[src/hdl/rrst_ram.sv]
// generic simple dual port ram with registered read
module rrst_ram #(
    parameter int WIDTH = 8,
    parameter int DEPTH = 16
) (
    input  logic                     i_clk,
    input  logic                     i_we,
    input  logic [$clog2(DEPTH)-1:0] i_waddr,
    input  logic [WIDTH-1:0]         i_wdata,
    input  logic                     i_re,
    input  logic [$clog2(DEPTH)-1:0] i_raddr,
    output logic [WIDTH-1:0]         o_rdata
);
    logic [WIDTH-1:0] mem [DEPTH];

    always_ff @(posedge i_clk) begin
        if (i_we) begin
            mem[i_waddr] <= i_wdata;
        end
        if (i_re) begin
            o_rdata <= mem[i_raddr];
        end
    end
endmodule

[config.mk]
export PLATFORM = sky130hd
export DESIGN_NAME = rrst_ram
export DESIGN_NICKNAME = d
export VERILOG_FILES = /design/src/hdl/rrst_ram.sv
export SDC_FILE = /design/constraint.sdc
export NUM_CORES = 1
export LEC_CHECK = 0
export BUFFER_PORTS_ARGS = -buffer_cell sky130_fd_sc_hd__buf_2
export CAP_MARGIN = 40
export CORE_ASPECT_RATIO = 0.7
export CORE_UTILIZATION = 36
export DETAILED_ROUTE_END_ITERATION = 10
export GPL_TIMING_DRIVEN = 0
export PLACE_DENSITY = 0.63
export SYNTH_ARGS = -nofsm -noshare
export SYNTH_HDL_FRONTEND = slang
export SYNTH_SLANG_ARGS = --single-unit
[constraint.sdc]
create_clock -name i_clk -period 2.15 [get_ports i_clk]
set_input_delay 0.43 -clock i_clk [delete_from_list [all_inputs] [get_ports i_clk]]
set_output_delay 0.43 -clock i_clk [all_outputs]
set_load 0.005 [all_outputs]
## Yosys cells after proc, flatten, opt, wreduce, memory -nomap -nowiden

Memory sizes are Yosys's and may differ from the RTL's. A register that Yosys moved wholly into a read port is not among the register bits.
Cells that the tools add are included.

| storage, ports and cells | value |
|---|---|
| bits in registers | 0 |
| latch bits | 0 |
| memory bits (writable) | 128 |
| memory bits (read-only) | 0 |
| bits of input ports | 19 |
| output and inout port bits | 8 |
| logic and storage cells | 3 |
| memories kept | 1 |

| operators by class | value |
|---|---|
| $add $sub $neg | 0 |
| multipliers | 0 |
| divide/modulo/power cells | 0 |
| magnitude comparators | 0 |
| eq/ne operators | 0 |
| shifts and indexed selects | 0 |
| multiplexer cells | 2 |
| bitwise operators | 0 |
| reduce and logical (&&, ||, !) cells | 0 |

Memory list:

| memory | depth | width | rd ports | clocked after memory_dff | wr ports | line | RTL |
|---|---|---|---|---|---|---|---|
| mem | 16 | 8 | 1 | 1 | 1 | 14 | `logic [WIDTH-1:0] mem [DEPTH];` |

Operator list:

| operator | count |
|---|---|
| $mux W1 | 2 |

## Longest topological paths before layout

Gate-level depths: netlist (run 1).

| logic depth | value |
|---|---|
| depth after elaboration | 2 |
| depth in mapped cells | 5 |
| mapped depth without buffers | 3 |

## Least setup slack after synthesis (run 1)

OpenSTA, ideal clock, no wires.

| timing path | value |
|---|---|
| path kind | input to register |
| from | input i_waddr[2] |
| to | memory mem[0][0], enable pin |
| setup time | 0.383 ns |
| data arrival time | 1.540 ns |
| required time | 1.767 ns |
| setup slack | 0.227 ns |
| cell stages on the path | 2 |
| path buffers | 0 |
| path through | or3b_2 -> nor3_1 |

RTL lines:

| element | line | RTL |
|---|---|---|
| start: declaration | 8 | `input logic [$clog2(DEPTH)-1:0] i_waddr,` |
| end: declaration | 14 |  |

Straight into the memory's write port.

## Worst setup path in the final report (run 1)

| timing path | value |
|---|---|
| from | input i_waddr[2] |
| to | memory mem[0][5], enable pin |

Straight into the memory's write port.

==> flow_summary.toml, run 1 <==
[run_status]
status = "finished, final reports clean"

[setup_path]
worstSetupEndpointType = "flip-flop"
cp_max_fo = 5
required_ns = 2.26
startpoint_type = "input port"
worstSetupPathType = "in2reg"
arrival_ns = 1.93

[route]
post-route-drc-count = 0
wire_per_inst_um = 21.84
viasPerCell = 5.229
ant_nets = 0
drt_pass1_iterations = 4
wl_um = 10510
drt_iter0_drc = 231
vias = 2515

[cts]
cts_hold_buf = 0
path_clk_slew_ns = 0.06
cts.sinks = 136
cts_tree = "done"
cts_resized = 0
cts_buffer_depth = 2
clk_root_buffer_cell = "clkbuf_16"
clkLatencyLatePin_ns = 0.41
numCtsBuffers = 17
cts_setup_buffers = 0
cts_max_level = 4

[placed_design]
place_congestion = 0.7160
port_buffers = 25
dp_cells = 449
dp_hpwl_um = 6891

[sta]
fin_worst_skew_ns = 0.006064
finalCritPeriodShare = 0.8480
fin_crit_ns = 1.823
worst_pin_slew_ns = 0.8446
drv_slew = 0
timing.hold.ws_ns = 0.3574
setup_viol = 0
final.setup.tns_ns = 0
hold_viol = 0
slew_headroom = 0.4348
rsz0062_at_grt = "no"
fmaxAchievable_mhz = 548.5

[global_routing]
grt_max_degree = 17
grt_pass1_wl_um = 15410
grt_pass1_vias = 2422
overflow = 0
track_usage = 0.1504
grt_antenna_before_repair = 0

[cells_and_area]
drive_above_1_share = 0.2921
layoutNonFillerInstCount = 481
seqCellArea_um2 = 4084
area_growth_pct = 18.57
nets = 298
layout_commonest_cell = "edfxtp_1"
final_cell_mix = "136 x edfxtp_1, 30 x buf_2, 18 x mux4_2"
post-route-util = 0.4411
fill_cells = 1202
multi_input_area_um2 = 1057
diodes = 0

[synthesis]
synth_top_area_frac = 0.7812
postSynthAreaPerCell_um2 = 22.83
synth_seq_area_share = 0.7812
ys_ff_latch = 136
synthDistinctLibCells = 18
yosys.area.top_type = "edfxtp_1"
netlist_area_um2 = 5228
ys_warn_count = 0
synth_area_leaders = "edfxtp_1 78%, mux4_2 7.8%, mux4_1 7.0%"
synthCells = 229
syn_nets = 248

[power_and_ir_drop]
vdd_drop_max_uv = 572.8
fin_total_pwr_mw = 6.089
powerDensity_nw_per_um2 = 982.3
power.leakage_nw = 2.059

[hold_path]
hold_path.class = "in2reg"

[floorplanning]
initial_core_util = 0.3720
coreArea_um2 = 14050
die_y_um = 102.8
die_x_um = 146.0
io_pins = 27
die_area_um2 = 15010
rows = 36

[job]
max_cap_violations = 0
## stage by stage
step | instance area [um2] | setup WS, ns
floorplan | 5228 | 0.2271
global placement | 5590 | -0.3496
CTS | 6191 | 0.3040
detailed placement | 5623 | -0.1263
finish | 6198 | 0.3268
global route | 6198 | 0.2276
## path summary, 6_finish.rpt
check / startpoint / to / cells after the start / slack, ns
worst min-delay path: i_re / o_rdata[4] / 1 / 0.36
worst max-delay path: i_waddr[2] / mem[0][5] / 4 / 0.33
worst max register to register: mem[5][3] / o_rdata[3] / 3 / 0.57
worst min register to register: mem[10][7] / o_rdata[7] / 3 / 0.78
## Yosys cell counts
master and n:
nand2_1 9, nor2_1 13, edfxtp_1 136, buf_2 3, buf_4 1, and2b_1 1, mux4_2 18, clkdlybuf4s25_2 3
buf_6 3, mux4_1 14, and2_1 1, a22oi_1 16, nand3b_1 2, nor2b_1 1, nand2b_1 2, or3b_2 1
nand3_1 1, nor3_1 4
## cell type report
class,count,share of cell area
clock inverters,11,0.02120
repair buffers,31,0.02665
plain buffers,10,0.01393
flip-flops and latches,136,0.6589
multi-input cells,83,0.1706
well taps,190,0.03835
clock buffers,20,0.07045
## flip-flops by register name, summed over array words and instances (netlist names)
register	flops
o_rdata	8
mem	128
## routing by layer
metal	track usage	routed length (um)	vias to the layer above	share of wire
li1	-	-	1083	-
met1	0.2241	4682	1325	0.45
met2	0.2061	4566	95	0.43
met3	0.04956	1168	12	0.11
met4	0.05048	88	0	0.0084
met5	0	0	-	0
## report_power, final
| group | switching [mW] | internal, mW |
|---|---|---|
| logic | 0.172 | 0.117 |
| registers | 0.0122 | 2.99 |
| clock network | 1.00 | 1.80 |
| total | 1.19 | 4.90 |
## logic make-up (layout without fill, tap and decap cells)
logic type,after synthesis,after routing,share of synthesized area
simple gates,35,35,0.03136
buf+inv,10,72,0.01651
flops,136,136,0.7812
compound gates,16,16,0.02298
mux,32,32,0.1479
## critical path: stages
cell    delay [ns]
buf_2         0.13
or3b_2        0.51
nor3_1        0.54
buf_2         0.31
(Power assumes the default switching activity.)
==> run 2, diff against run 1 <==
--- a/config.mk
+++ b/config.mk
@@ -11,7 +11,7 @@
 export CORE_UTILIZATION = 36
 export DETAILED_ROUTE_END_ITERATION = 10
 export GPL_TIMING_DRIVEN = 0
-export PLACE_DENSITY = 0.63
+export PLACE_DENSITY = 0.64
 export SYNTH_ARGS = -nofsm -noshare
 export SYNTH_HDL_FRONTEND = slang
 export SYNTH_SLANG_ARGS = --single-unit
==> constraint.sdc (replaced) <==
create_clock -name i_clk -period 1.52 [get_ports i_clk]
set_input_delay 0.304 -clock i_clk [delete_from_list [all_inputs] [get_ports i_clk]]
set_output_delay 0.304 -clock i_clk [all_outputs]
set_load 0.005 [all_outputs]
==> run 2 against run 1 <==
The flow now finishes with violations (negative setup slack). Routed wire length decreased by 2.6%. Critical path depth decreased by 1. Total power increased by 37%. Clock power increased by 30%. Register-to-register slack got worse by 0.52 ns. Design area decreased by 0.81%. Flip-flop and latch count unchanged. Via count decreased by 5.1%. Combinational power increased by 48%. Utilization decreased by 0.36 points. Non-clock buffer count decreased by 3. Critical path type unchanged. Largest cell class unchanged.
==> flow_summary.toml, run 2 (same netlist as run 1, synthesis figures left out) <==
[sta]
rsz0062_at_grt = "yes"
finalCritPeriodShare = 1.042
setup_viol = 24
worst_slack_ns = -0.06350
timing.hold.ws_ns = 0.2170
slew_headroom = 0.4464
hold_viol = 0
fmaxAchievable_mhz = 631.5
fin_worst_skew_ns = 0.01111
drv_slew = 0
worst_pin_slew_ns = 0.8274
fin_crit_ns = 1.583

[hold_path]
hp-start = "i_re"
holdPathStages = 1
hold_path.class = "in2reg"
hold_end = "o_rdata[4]"

[cts]
numCtsBuffers = 17
path_clk_slew_ns = 0.06
clk_root_buffer_cell = "clkbuf_16"
cts_tree = "done"
cts_max_level = 4
cts.sinks = 136
cts_setup_buffers = 0
cts_hold_buf = 0
clkLatencyLatePin_ns = 0.42
cts_buffer_depth = 2

[cells_and_area]
top_register = "mem"
diodes = 0
fill_cells = 1234
drive_above_1_share = 0.3438
post-route-util = 0.4375
reg_top3 = "mem (128), o_rdata (8)"
layout_commonest_cell = "edfxtp_1"
nets = 295
layoutNonFillerInstCount = 478
area_growth_pct = 17.62
largest_register_ffs = 128
final_cell_mix = "136 x edfxtp_1, 30 x buf_2, 30 x mux4_2"

[floorplanning]
die_y_um = 102.8
die_area_um2 = 15010
io_pins = 27
rows = 36
initial_core_util = 0.3720
die_x_um = 146.0
coreArea_um2 = 14050

[placed_design]
pre_cts_slack_ns = -0.5042
dp_cells = 447
place_congestion = 0.7139
port_buffers = 25
dp_hpwl_um = 6614

[route]
vias = 2386
drt_iter0_drc = 209
ant_nets = 0
post-route-drc-count = 0
wl_um = 10240
wire_per_inst_um = 21.41
drt_pass1_iterations = 5
viasPerCell = 4.992

[setup_path]
required_ns = 1.56
r2r-start = "mem[2][7]"
r2r_end = "o_rdata[7]"
rrSetupSlack_ns = 0.05
startpoint_type = "input port"
arrival_ns = 1.62
cp_max_fo = 8
worstSetupPathType = "in2reg"
worstSetupEndpointType = "flip-flop"
r2r_cells = 3

[global_routing]
overflow = 0
grt_antenna_before_repair = 0
track_usage = 0.1510
grt_max_degree = 17
grt_pass1_wl_um = 15400
grt_pass1_vias = 2450

[power_and_ir_drop]
vdd_drop_max_uv = 869.4
powerDensity_nw_per_um2 = 1352
power.leakage_nw = 1.986
fin_total_pwr_mw = 8.314

[run_status]
violations = "negative setup slack"
status = "finished, violations left"

[job]
max_cap_violations = 0
==> run 2: how the worst max path moves through the flow <==
stage / slack, ns / startpoint / cells after the start / endpoint
after floorplan: -0.05 / i_waddr[2] / 2 / mem[3][0]
after global placement: -0.60 / i_waddr[2] / 3 / mem[8][1]
after detailed placement: -0.50 / i_waddr[2] / 3 / mem[0][3]
after CTS: -0.07 / i_waddr[2] / 3 / mem[0][1]
after global routing: -0.14 / i_waddr[2] / 3 / mem[1][1]
final: -0.06 / i_waddr[2] / 3 / mem[1][0]
==> run 2: stage by stage <==
stage	instance area, um2	setup TNS (ns)
6_report	6148	-1.208
4_1_cts	6131	-1.590
3_5_place_dp	5609	-33.09
3_3_place_gp	5592	-40.76
2_1_floorplan	5229	-1.527
5_1_grt	6148	-2.922
==> run 2: cell type report <==
class	count	area [um2]	area share
tap	190	237.7	0.03867
sequential	136	4084	0.6642
clock inverter	11	83.83	0.01363
multi-input combinational	83	1044	0.1697
clock buffer	20	436.7	0.07102
timing repair buffer	28	142.6	0.02320
buffer	10	120.1	0.01954
==> run 2: what timing repair did <==
item / CTS / global route
endpoints found under the setup margin: 34 / 36
gates resized for setup: 2 / 5
hold endpoints to repair: 0 / 0
pin swaps: 0 / 0
==> run 2: worst max-delay path, stage by stage <==
cell and delay, ns:
buf_2 0.13, or3b_2 0.53, nor2_1 0.65
==> run 2: power by group <==
part           leakage [nW]  switching (mW)  internal (mW)  total, mW
combinational         0.502           0.248          0.181      0.429
sequential             1.24          0.0174           4.23       4.25
clock                 0.248            1.44           2.20       3.64
total                  1.99            1.70           6.61       8.31
==> run 2: layer usage <==
layer	global-route usage	wire, um	up-vias
li1	-	-	1062
met1	0.2222	4879	1241
met2	0.2153	4565	78
met3	0.03761	749	5
met4	0.06250	42	0
met5	0	0	-
